<file path="src/design/exp_monomial_series_coefficient_top_assert.svh">
// ---------------------------------------------------------------------------
// Assertion macros for the series coefficient block
// Concurrent check wrappers; they compile away when ASSERT_OFF is defined.
// ---------------------------------------------------------------------------
`ifndef EXP_MONOMIAL_SERIES_COEFFICIENT_TOP_ASSERT_SVH
`define EXP_MONOMIAL_SERIES_COEFFICIENT_TOP_ASSERT_SVH

`ifndef ASSERT_OFF
// property must hold at every clock edge out of reset
`define EMSC_ASSERT(lbl, clk, rst_n, prop) \
    lbl: assert property (@(posedge clk) disable iff (!rst_n) prop) \
        else $error("emsc assertion failed");
// expression must never be true out of reset
`define EMSC_NEVER(lbl, clk, rst_n, expr) \
    lbl: assert property (@(posedge clk) disable iff (!rst_n) !(expr)) \
        else $error("emsc forbidden condition");
`else
`define EMSC_ASSERT(lbl, clk, rst_n, prop)
`define EMSC_NEVER(lbl, clk, rst_n, expr)
`endif

`endif

</file>
<file path="src/design/emsc_pkg.sv">
// ---------------------------------------------------------------------------
// emsc_pkg
// Shared widths, register indexes, status codes and unit handshake type.
// ---------------------------------------------------------------------------
`timescale 1ns / 1ps
`default_nettype none

package emsc_pkg;

    localparam int WORD_W     = 64;
    localparam int CNT_W      = $clog2(WORD_W + 1);
    localparam int STEP_W     = 20;
    localparam int LEN_W      = 21;
    localparam int CFG_IDX_W  = 2;
    localparam int STATUS_W   = 2;
    localparam int INDEX_BITS_DEF = 20;

    // configuration register indexes
    localparam logic [CFG_IDX_W-1:0] CFG_MODULUS = 2'd0;
    localparam logic [CFG_IDX_W-1:0] CFG_COEF    = 2'd1;
    localparam logic [CFG_IDX_W-1:0] CFG_STEP    = 2'd2;
    localparam logic [CFG_IDX_W-1:0] CFG_LENGTH  = 2'd3;

    // reset values
    localparam logic [WORD_W-1:0] RST_MODULUS = 64'd2;
    localparam logic [WORD_W-1:0] RST_COEF    = 64'd1;
    localparam logic [STEP_W-1:0] RST_STEP    = 20'd1;
    localparam logic [LEN_W-1:0]  RST_LENGTH  = 21'd0;

    // result status codes
    localparam logic [STATUS_W-1:0] ST_OK       = 2'd0;
    localparam logic [STATUS_W-1:0] ST_RANGE    = 2'd1;
    localparam logic [STATUS_W-1:0] ST_ZERO_POW = 2'd2;
    localparam logic [STATUS_W-1:0] ST_NO_INV   = 2'd3;

    // status from an iterative arithmetic unit
    typedef struct packed {
        logic busy;
        logic done;
    } t_unit_stat;

endpackage

`default_nettype wire

</file>
<file path="src/design/emsc_div.sv">
// ---------------------------------------------------------------------------
// emsc_div
// Restoring divider, one quotient bit per cycle.
// ---------------------------------------------------------------------------
`timescale 1ns / 1ps
`default_nettype none

module emsc_div import emsc_pkg::*; (
    input  wire logic              i_clk,
    input  wire logic              i_rst_n,
    input  wire logic              i_start,
    input  wire logic [WORD_W-1:0] i_num,
    input  wire logic [WORD_W-1:0] i_den,
    output logic      [WORD_W-1:0] o_quo,
    output logic      [WORD_W-1:0] o_rem,
    output t_unit_stat             o_stat
);

    logic             r_busy, r_done;
    logic [CNT_W-1:0] r_cnt;
    logic [WORD_W-1:0] r_quo, r_rem, r_den;
    logic [WORD_W:0]  w_trial, w_diff;
    logic             w_ge;

    // trial subtract of the shifted partial remainder
    assign w_trial = {r_rem, r_quo[WORD_W-1]};
    assign w_diff  = w_trial - {1'b0, r_den};
    assign w_ge    = (w_trial >= {1'b0, r_den});

    // control
    always_ff @(posedge i_clk) begin
        if (!i_rst_n) begin
            r_busy <= 1'b0;
            r_done <= 1'b0;
            r_cnt  <= '0;
        end else begin
            r_done <= 1'b0;
            if (i_start) begin
                r_busy <= 1'b1;
                r_cnt  <= CNT_W'(WORD_W);
            end else if (r_busy) begin
                r_cnt <= r_cnt - 1'b1;
                if (r_cnt == CNT_W'(1)) begin
                    r_busy <= 1'b0;
                    r_done <= 1'b1;
                end
            end
        end
    end

    // datapath
    always_ff @(posedge i_clk) begin
        if (i_start) begin
            r_quo <= i_num;
            r_rem <= '0;
            r_den <= i_den;
        end else if (r_busy) begin
            r_rem <= w_ge ? w_diff[WORD_W-1:0] : w_trial[WORD_W-1:0];
            r_quo <= {r_quo[WORD_W-2:0], w_ge};
        end
    end

    assign o_quo       = r_quo;
    assign o_rem       = r_rem;
    assign o_stat.busy = r_busy;
    assign o_stat.done = r_done;

endmodule

`default_nettype wire

</file>
<file path="src/design/emsc_mmul.sv">
// ---------------------------------------------------------------------------
// emsc_mmul
// Modular multiplier, double-and-add from the top bit, one modular add per
// cycle. Operands must be below the modulus.
// ---------------------------------------------------------------------------
`timescale 1ns / 1ps
`default_nettype none

module emsc_mmul import emsc_pkg::*; (
    input  wire logic              i_clk,
    input  wire logic              i_rst_n,
    input  wire logic              i_start,
    input  wire logic [WORD_W-1:0] i_a,
    input  wire logic [WORD_W-1:0] i_b,
    input  wire logic [WORD_W-1:0] i_m,
    output logic      [WORD_W-1:0] o_prod,
    output t_unit_stat             o_stat
);

    logic              r_busy, r_done, r_phase;
    logic [CNT_W-1:0]  r_cnt;
    logic [WORD_W-1:0] r_a, r_b, r_m, r_r, w_y;
    logic [WORD_W:0]   w_sum, w_red;

    // shared modular adder: doubling in phase 0, adding a in phase 1
    assign w_y   = r_phase ? r_a : r_r;
    assign w_sum = {1'b0, r_r} + {1'b0, w_y};
    assign w_red = (w_sum >= {1'b0, r_m}) ? w_sum - {1'b0, r_m} : w_sum;

    // control
    always_ff @(posedge i_clk) begin
        if (!i_rst_n) begin
            r_busy  <= 1'b0;
            r_done  <= 1'b0;
            r_phase <= 1'b0;
            r_cnt   <= '0;
        end else begin
            r_done <= 1'b0;
            if (i_start) begin
                r_busy  <= 1'b1;
                r_phase <= 1'b0;
                r_cnt   <= CNT_W'(WORD_W);
            end else if (r_busy) begin
                r_phase <= ~r_phase;
                if (r_phase) begin
                    r_cnt <= r_cnt - 1'b1;
                    if (r_cnt == CNT_W'(1)) begin
                        r_busy <= 1'b0;
                        r_done <= 1'b1;
                    end
                end
            end
        end
    end

    // datapath
    always_ff @(posedge i_clk) begin
        if (i_start) begin
            r_a <= i_a;
            r_b <= i_b;
            r_m <= i_m;
            r_r <= '0;
        end else if (r_busy) begin
            if (!r_phase) begin
                r_r <= w_red[WORD_W-1:0];
            end else begin
                if (r_b[WORD_W-1]) begin
                    r_r <= w_red[WORD_W-1:0];
                end
                r_b <= {r_b[WORD_W-2:0], 1'b0};
            end
        end
    end

    assign o_prod      = r_r;
    assign o_stat.busy = r_busy;
    assign o_stat.done = r_done;

endmodule

`default_nettype wire

</file>
<file path="src/design/exp_monomial_series_coefficient_top.sv">
// ---------------------------------------------------------------------------
// exp_monomial_series_coefficient_top
// One coefficient of exp(c*x^p) truncated to n terms, modulo m, per beat.
// ---------------------------------------------------------------------------
// One item is in flight at a time; the input stalls until it finishes, and
// its result then waits in an output register while the next item starts.
// Work runs on the shared modular multiplier and the shared divider, with
// k = i/p: range and step checks and the index divide, then k-1 products
// for k!, the Euclid steps of the inverse (a divide and a product each),
// c mod m, a squaring per bit of k plus a product per set bit of k, and
// the final product; the result then passes through the output
// register.
// Index past length, zero coefficient and zero power finish straight from
// the check state without a divide; an index off the step or with k at or
// past m finishes right after the index divide.
`timescale 1ns / 1ps
`default_nettype none
`include "exp_monomial_series_coefficient_top_assert.svh"

module exp_monomial_series_coefficient_top import emsc_pkg::*; #(
    parameter int INDEX_BITS = INDEX_BITS_DEF
) (
    input  wire logic                  i_clk,
    input  wire logic                  i_rst_n,
    input  wire logic                  i_cfg_we,
    input  wire logic [CFG_IDX_W-1:0]  i_cfg_idx,
    input  wire logic [WORD_W-1:0]     i_cfg_data,
    input  wire logic                  i_in_valid,
    output logic                       o_in_stall,
    input  wire logic [INDEX_BITS-1:0] i_term_index,
    output logic                       o_out_valid,
    input  wire logic                  i_out_stall,
    output logic      [WORD_W-1:0]     o_term_value,
    output logic      [STATUS_W-1:0]   o_status
);

    localparam int CMP_W = ((INDEX_BITS > LEN_W) ? INDEX_BITS : LEN_W) + 1;
    localparam int J_W   = INDEX_BITS + 1;

    typedef enum logic [14:0] {
        S_IDLE  = 15'b000000000000001,
        S_CHECK = 15'b000000000000010,
        S_DIVI  = 15'b000000000000100,
        S_FACT  = 15'b000000000001000,
        S_FACTW = 15'b000000000010000,
        S_EUC   = 15'b000000000100000,
        S_EUCD  = 15'b000000001000000,
        S_EUCM  = 15'b000000010000000,
        S_CRED  = 15'b000000100000000,
        S_POW   = 15'b000001000000000,
        S_POWA  = 15'b000010000000000,
        S_POWSQ = 15'b000100000000000,
        S_POWB  = 15'b001000000000000,
        S_FINM  = 15'b010000000000000,
        S_DONE  = 15'b100000000000000
    } t_state;

    // configuration registers
    logic [WORD_W-1:0] r_modulus, r_coef;
    logic [STEP_W-1:0] r_step;
    logic [LEN_W-1:0]  r_length;

    always_ff @(posedge i_clk) begin
        if (!i_rst_n) begin
            r_modulus <= RST_MODULUS;
            r_coef    <= RST_COEF;
            r_step    <= RST_STEP;
            r_length  <= RST_LENGTH;
        end else if (i_cfg_we) begin
            unique case (i_cfg_idx)
                CFG_MODULUS: r_modulus <= i_cfg_data;
                CFG_COEF:    r_coef    <= i_cfg_data;
                CFG_STEP:    r_step    <= i_cfg_data[STEP_W-1:0];
                CFG_LENGTH:  r_length  <= i_cfg_data[LEN_W-1:0];
                default:     r_modulus <= r_modulus;
            endcase
        end
    end

    // sequencer and working registers
    t_state              r_state, n_state;
    logic [INDEX_BITS-1:0] r_i, n_i, r_k, n_k, r_e, n_e;
    logic [J_W-1:0]      r_j, n_j;
    logic [WORD_W-1:0]   r_m, n_m, r_f, n_f, r_r0, n_r0, r_r1, n_r1;
    logic [WORD_W-1:0]   r_t0, n_t0, r_t1, n_t1, r_acc, n_acc, r_base, n_base;
    logic [WORD_W-1:0]   r_res_val, n_res_val;
    logic [STATUS_W-1:0] r_res_st, n_res_st;
    logic                r_mul_go, n_mul_go, r_div_go, n_div_go;
    logic [WORD_W-1:0]   r_mul_a, n_mul_a, r_mul_b, n_mul_b;
    logic [WORD_W-1:0]   r_div_n, n_div_n, r_div_d, n_div_d;
    logic                r_out_valid;
    logic [WORD_W-1:0]   r_out_val;
    logic [STATUS_W-1:0] r_out_st;

    logic [WORD_W-1:0]   w_prod, w_quo, w_rem, w_qm, w_m_eff;
    t_unit_stat          w_mul_st, w_div_st;
    logic                w_in_acc, w_out_free;

    assign w_in_acc   = i_in_valid && !o_in_stall;
    assign w_out_free = !r_out_valid || !i_out_stall;
    assign w_m_eff    = (r_modulus < 64'd2) ? 64'd2 : r_modulus;
    // Euclid quotient never exceeds m, so one subtract reduces it
    assign w_qm       = (w_quo >= r_m) ? w_quo - r_m : w_quo;

    emsc_mmul u_mmul (
        .i_clk   (i_clk),
        .i_rst_n (i_rst_n),
        .i_start (r_mul_go),
        .i_a     (r_mul_a),
        .i_b     (r_mul_b),
        .i_m     (r_m),
        .o_prod  (w_prod),
        .o_stat  (w_mul_st)
    );

    emsc_div u_div (
        .i_clk   (i_clk),
        .i_rst_n (i_rst_n),
        .i_start (r_div_go),
        .i_num   (r_div_n),
        .i_den   (r_div_d),
        .o_quo   (w_quo),
        .o_rem   (w_rem),
        .o_stat  (w_div_st)
    );

    // next-state and datapath control
    always_comb begin
        n_state   = r_state;
        n_i       = r_i;
        n_k       = r_k;
        n_e       = r_e;
        n_j       = r_j;
        n_m       = r_m;
        n_f       = r_f;
        n_r0      = r_r0;
        n_r1      = r_r1;
        n_t0      = r_t0;
        n_t1      = r_t1;
        n_acc     = r_acc;
        n_base    = r_base;
        n_res_val = r_res_val;
        n_res_st  = r_res_st;
        n_mul_go  = 1'b0;
        n_mul_a   = r_mul_a;
        n_mul_b   = r_mul_b;
        n_div_go  = 1'b0;
        n_div_n   = r_div_n;
        n_div_d   = r_div_d;
        unique case (r_state)
            S_IDLE: begin
                if (w_in_acc) begin
                    n_i     = i_term_index;
                    n_m     = w_m_eff;
                    n_state = S_CHECK;
                end
            end
            S_CHECK: begin
                n_res_val = '0;
                n_res_st  = ST_OK;
                if (CMP_W'(r_i) >= CMP_W'(r_length)) begin
                    n_res_st = ST_RANGE;
                    n_state  = S_DONE;
                end else if (r_coef == '0) begin
                    n_res_val = (r_i == '0) ? 64'd1 : 64'd0;
                    n_state   = S_DONE;
                end else if (r_step == '0) begin
                    n_res_st = ST_ZERO_POW;
                    n_state  = S_DONE;
                end else begin
                    n_div_go = 1'b1;
                    n_div_n  = WORD_W'(r_i);
                    n_div_d  = WORD_W'(r_step);
                    n_state  = S_DIVI;
                end
            end
            S_DIVI: begin
                if (w_div_st.done) begin
                    if (w_rem != '0) begin
                        n_state = S_DONE;
                    end else if (w_quo >= r_m) begin
                        n_res_st = ST_NO_INV;
                        n_state  = S_DONE;
                    end else begin
                        n_k     = w_quo[INDEX_BITS-1:0];
                        n_f     = 64'd1;
                        n_j     = J_W'(2);
                        n_state = S_FACT;
                    end
                end
            end
            // k! by repeated modular products
            S_FACT: begin
                if (r_j > {1'b0, r_k} || r_f == '0) begin
                    n_r0    = r_m;
                    n_r1    = r_f;
                    n_t0    = '0;
                    n_t1    = 64'd1;
                    n_state = S_EUC;
                end else begin
                    n_mul_go = 1'b1;
                    n_mul_a  = r_f;
                    n_mul_b  = WORD_W'(r_j);
                    n_state  = S_FACTW;
                end
            end
            S_FACTW: begin
                if (w_mul_st.done) begin
                    n_f     = w_prod;
                    n_j     = r_j + 1'b1;
                    n_state = S_FACT;
                end
            end
            // extended Euclid for the inverse of k!
            S_EUC: begin
                if (r_r1 == '0) begin
                    if (r_r0 != 64'd1) begin
                        n_res_st = ST_NO_INV;
                        n_state  = S_DONE;
                    end else begin
                        n_div_go = 1'b1;
                        n_div_n  = r_coef;
                        n_div_d  = r_m;
                        n_state  = S_CRED;
                    end
                end else begin
                    n_div_go = 1'b1;
                    n_div_n  = r_r0;
                    n_div_d  = r_r1;
                    n_state  = S_EUCD;
                end
            end
            S_EUCD: begin
                if (w_div_st.done) begin
                    n_r0     = r_r1;
                    n_r1     = w_rem;
                    n_mul_go = 1'b1;
                    n_mul_a  = w_qm;
                    n_mul_b  = r_t1;
                    n_state  = S_EUCM;
                end
            end
            S_EUCM: begin
                if (w_mul_st.done) begin
                    n_t0    = r_t1;
                    n_t1    = (r_t0 >= w_prod) ? r_t0 - w_prod : r_t0 - w_prod + r_m;
                    n_state = S_EUC;
                end
            end
            S_CRED: begin
                if (w_div_st.done) begin
                    n_base  = w_rem;
                    n_acc   = 64'd1;
                    n_e     = r_k;
                    n_state = S_POW;
                end
            end
            // c^k by square and multiply
            S_POW: begin
                if (r_e == '0) begin
                    n_mul_go = 1'b1;
                    n_mul_a  = r_acc;
                    n_mul_b  = r_t0;
                    n_state  = S_FINM;
                end else if (r_e[0]) begin
                    n_mul_go = 1'b1;
                    n_mul_a  = r_acc;
                    n_mul_b  = r_base;
                    n_state  = S_POWA;
                end else begin
                    n_state = S_POWSQ;
                end
            end
            S_POWA: begin
                if (w_mul_st.done) begin
                    n_acc   = w_prod;
                    n_state = S_POWSQ;
                end
            end
            S_POWSQ: begin
                n_mul_go = 1'b1;
                n_mul_a  = r_base;
                n_mul_b  = r_base;
                n_state  = S_POWB;
            end
            S_POWB: begin
                if (w_mul_st.done) begin
                    n_base  = w_prod;
                    n_e     = r_e >> 1;
                    n_state = S_POW;
                end
            end
            S_FINM: begin
                if (w_mul_st.done) begin
                    n_res_val = w_prod;
                    n_state   = S_DONE;
                end
            end
            S_DONE: begin
                if (w_out_free) begin
                    n_state = S_IDLE;
                end
            end
            default: n_state = S_IDLE;
        endcase
    end

    // control registers
    always_ff @(posedge i_clk) begin
        if (!i_rst_n) begin
            r_state     <= S_IDLE;
            r_mul_go    <= 1'b0;
            r_div_go    <= 1'b0;
            r_out_valid <= 1'b0;
        end else begin
            r_state  <= n_state;
            r_mul_go <= n_mul_go;
            r_div_go <= n_div_go;
            if (r_state == S_DONE && w_out_free) begin
                r_out_valid <= 1'b1;
            end else if (!i_out_stall) begin
                r_out_valid <= 1'b0;
            end
        end
    end

    // payload registers
    always_ff @(posedge i_clk) begin
        r_i       <= n_i;
        r_k       <= n_k;
        r_e       <= n_e;
        r_j       <= n_j;
        r_m       <= n_m;
        r_f       <= n_f;
        r_r0      <= n_r0;
        r_r1      <= n_r1;
        r_t0      <= n_t0;
        r_t1      <= n_t1;
        r_acc     <= n_acc;
        r_base    <= n_base;
        r_res_val <= n_res_val;
        r_res_st  <= n_res_st;
        r_mul_a   <= n_mul_a;
        r_mul_b   <= n_mul_b;
        r_div_n   <= n_div_n;
        r_div_d   <= n_div_d;
        if (r_state == S_DONE && w_out_free) begin
            r_out_val <= r_res_val;
            r_out_st  <= r_res_st;
        end
    end

    assign o_in_stall   = (r_state != S_IDLE);
    assign o_out_valid  = r_out_valid;
    assign o_term_value = r_out_val;
    assign o_status     = r_out_st;

    // checks
    `EMSC_ASSERT(a_err_zero, i_clk, i_rst_n,
        (o_out_valid && o_status != ST_OK) |-> (o_term_value == '0))
    `EMSC_ASSERT(a_ok_below_m, i_clk, i_rst_n,
        (o_out_valid && o_status == ST_OK && r_state == S_IDLE) |-> (o_term_value < r_m))
    `EMSC_NEVER(a_mul_overlap, i_clk, i_rst_n, r_mul_go && w_mul_st.busy)
    `EMSC_NEVER(a_div_overlap, i_clk, i_rst_n, r_div_go && w_div_st.busy)

endmodule

`default_nettype wire
</file>
<file path="config.mk">
export PLATFORM = sky130hd
export DESIGN_NAME = exp_monomial_series_coefficient_top
export DESIGN_NICKNAME = d
export VERILOG_FILES = /design/src/design/emsc_pkg.sv /design/src/design/emsc_div.sv /design/src/design/emsc_mmul.sv /design/src/design/exp_monomial_series_coefficient_top.sv
export VERILOG_INCLUDE_DIRS = /design/src /design/src/design
export SDC_FILE = /design/constraint.sdc
export NUM_CORES = 2
export LEC_CHECK = 0
export BUFFER_PORTS_ARGS = -buffer_cell sky130_fd_sc_hd__buf_4
export CAP_MARGIN = 20
export CORE_MARGIN = 10
export CORE_UTILIZATION = 34
export DETAILED_ROUTE_END_ITERATION = 12
export PLACE_DENSITY_LB_ADDON = 0.25
export SYNTH_ARGS = -nofsm -noshare
export SYNTH_HDL_FRONTEND = slang
export SYNTH_SLANG_ARGS = --single-unit
</file>
<file path="constraint.sdc">
create_clock -name i_clk -period 25.6 [get_ports i_clk]
set_input_delay 1.28 -clock i_clk [delete_from_list [all_inputs] [get_ports i_clk]]
set_output_delay 1.28 -clock i_clk [all_outputs]
set_load 0.03 [all_outputs]
</file>
==> results by group <==
Outcome
  • Status: finished clean

CTS
  • Postcts setup bufs: 0
  • Root buf cell: clkbuf_16
  • Hold-fix buffers, CTS: 0
  • Clock transition at path regs: 0.06 ns
  • Clk buf depth: 3
  • Worst skew pair latency: between 0.8 and 0.9 ns
  • Post-CTS Resized: 0
  • Clock sinks: approximately 1600
  • Clock buffer count from CTS: 184
  • CTS tree: done
  • H-tree Lvls: 4

Routing
  • WL/cell: about 27 µm
  • First-pass DRT Iterations: 9
  • DRT iter0 DRCs: about 7800
  • DR vias: ~69000
  • DRC violations left: 0
  • Vias per cell: about 5.6
  • Post-route ant nets: 0
  • Drt total wl: 337 mm

Worst setup path
  • Largest fanout on the critical path: approximately 110
  • CP max stage cell: buf_4
  • Critical Path Max Stage Delay: roughly 0.71 ns
  • WP buf/inv: 4
  • Worst path top cell family by delay: compound AO/OA/AOI/OAI gates
  • Worst Setup End Kind: flop
  • Setup CP Type: flop to flop
  • Critical path data required time: 26.33 ns
  • CP arrival: slightly above 9 ns
  • Type of origin of the critical path: flop

Synth
  • Synth top area share: 0.439
  • Sequential element share of the synthesized area: 0.514
  • Mean Syn Cell Area: a little over 10 µm²
  • FF+latch count, synth: about 1600
  • Post-synth top flop: edfxtp_1
  • Area leader, netlist: edfxtp_1
  • Dominant cells by area after synthesis: edfxtp_1 44%, dfxtp_1 7.5%, ha_1 6.0%
  • Synth cell types: 93
  • Yosys warns: 0
  • Mapped Area: 89000 µm²
  • Syn Nets: around 9000
  • EDFF count, synth: 1301
  • Cells after Synth: about 8700
  • Ys async rst share: 0

Global routing
  • Largest net degree at the start of global routing: 130
  • All-layer global routing usage: 0.226
  • Gr ovfl total: 0
  • Initial antenna violation count: 25
  • Vias in the first global route: ~66000
  • Global-route wire length before repair: between 400 and 500 mm

STA
  • Worst hold slack: 0.395 ns
  • Slew @ Worst Pin: approximately 1.2 ns
  • Clk_skew: 0.0656 ns
  • Relative slew slack: 0.226
  • Setup TNS: 0 ns
  • Final Max Slew Viols: 0
  • Final period utilization: 0.327
  • RSZ-0062 raised after global routing: no
  • Final hold violation count: 0
  • Fin crit period: approximately 8.4 ns
  • Setup violators final: 0
  • Fmax: 119 MHz
  • Final WS setup: roughly 17 ns

Power
  • Leak Pwr: approximately 36 nW
  • Power, Total: between 10 and 15 mW
  • Worst IR Drop VDD: 0.0994 mV
  • Cell Pwr Density: around 120 nW/µm²

Floorplanning
  • FP Rows: 187
  • Die area: between 200000 and 300000 µm²
  • Initial Utilization: 0.342
  • Top-Level Pins: around 160
  • Die width: 532 µm
  • Die Span Y: 532 µm
  • CORE AREA: 260000 µm²

Cells and area
  • Post-layout nets: 9181
  • Layout cells sized above 1: 0.101
  • Highest-count cells in the layout ignoring fill and taps: 1301 x edfxtp_1, 1043 x nand2_1, 749 x nor2_1
  • Post-route insts no fill: 12315
  • FILL cells: ~26000
  • Commonest non-fill, non-tap cell in the layout: edfxtp_1
  • Area grow syn2layout: 12.6%

Job
  • Max-Cap Viols: 0

Worst hold path
  • Hold Path Class: flop to flop

Placement
  • DPL Wire Length: 262 mm
  • Setup WS pre-CTS: 17.20 ns
  • Placed insts: around 12000
  • Placer Congestion: approximately 0.95
  • Buffers on Ports: around 160
==> report_power, final <==
part	leakage, nW	switching, mW	internal [mW]	total [mW]
sequential	13.0	0.254	3.03	3.28
clock	3.04	1.19	1.60	2.79
combinational	19.9	3.63	2.10	5.73
total	35.9	5.07	6.73	11.8
==> synthesized netlist by cell type, types with 22 or more instances <==
| master | n |
|---|---|
| a21o_1 | 299 |
| a21oi_1 | 606 |
| nand4_1 | 123 |
| and3_1 | 48 |
| o21bai_1 | 69 |
| clkbuf_1 | 443 |
| buf_2 | 42 |
| nand3_1 | 109 |
| a311oi_1 | 31 |
| nand2b_1 | 51 |
| a21boi_0 | 186 |
| mux2i_1 | 131 |
| nor2b_1 | 55 |
| xor2_1 | 154 |
| a221o_1 | 33 |
| nand2_1 | 1044 |
| xnor2_1 | 218 |
| a22o_1 | 62 |
| a222oi_1 | 64 |
| ha_1 | 428 |
| o21a_1 | 63 |
| dfxtp_1 | 334 |
| edfxtp_1 | 1301 |
| a211oi_1 | 85 |
| a221oi_1 | 27 |
| and2_1 | 100 |
| a31oi_1 | 65 |
| nor4_1 | 140 |
| buf_1 | 28 |
| nor2_1 | 754 |
| nor3_1 | 63 |
| o31ai_1 | 22 |
| mux2_2 | 212 |
| o211ai_1 | 48 |
| inv_1 | 461 |
| or3_1 | 25 |
| o21ai_0 | 510 |
==> worst paths after layout <==
path                          startpoint                            end  slack [ns]  cells after the start
max          u_mmul.r_phase$_SDFFE_PP0P_  u_mmul.o_prod[7]$_SDFFE_PP0P_       17.22                     26
max reg2reg  u_mmul.r_phase$_SDFFE_PP0P_  u_mmul.o_prod[7]$_SDFFE_PP0P_       17.22                     26
min reg2reg    r_div_d[59]$_SDFFCE_PP0P_      u_div.r_den[59]$_DFFE_PP_        0.39                      0
min            r_div_d[59]$_SDFFCE_PP0P_      u_div.r_den[59]$_DFFE_PP_        0.39                      0
==> cells by family after synthesis <==
kind of cell    synth area share
compound gates             0.172
xor+xnor                  0.0366
fa+ha+maj                 0.0615
buf+inv                   0.0421
flops                      0.514
mux                       0.0416
simple gates               0.132
==> metrics by stage <==
step	util	instance area [µm²]
floorplan	-	89000
global placement	0.361	93800
detailed placement	0.361	93800
CTS	0.385	100000
global route	0.385	100000
finish	0.385	100000
==> metal layers <==
layer | track usage | share of wire | routed length (µm) | vias up
li1 | - | - | - | 31697
met1 | 0.338 | 0.46 | 157000 | 34009
met2 | 0.329 | 0.42 | 140000 | 2939
met3 | 0.0412 | 0.084 | 28200 | 401
met4 | 0.0704 | 0.035 | 11900 | 0
met5 | 0 | 0 | 0 | -
==> cell type report <==
cell class,instances,area (µm²),share of cell area
tap,3496,4370,0.0437
sequential,1635,45800,0.457
inverter,463,1740,0.0174
clock buffer,237,5000,0.0499
antenna,7,17.5,0.000175
multi-input combinational,6092,39800,0.397
timing repair buffer,280,2150,0.0215
clock inverter,105,1330,0.0133
Note: power is estimated with default switching activity, not from simulation.
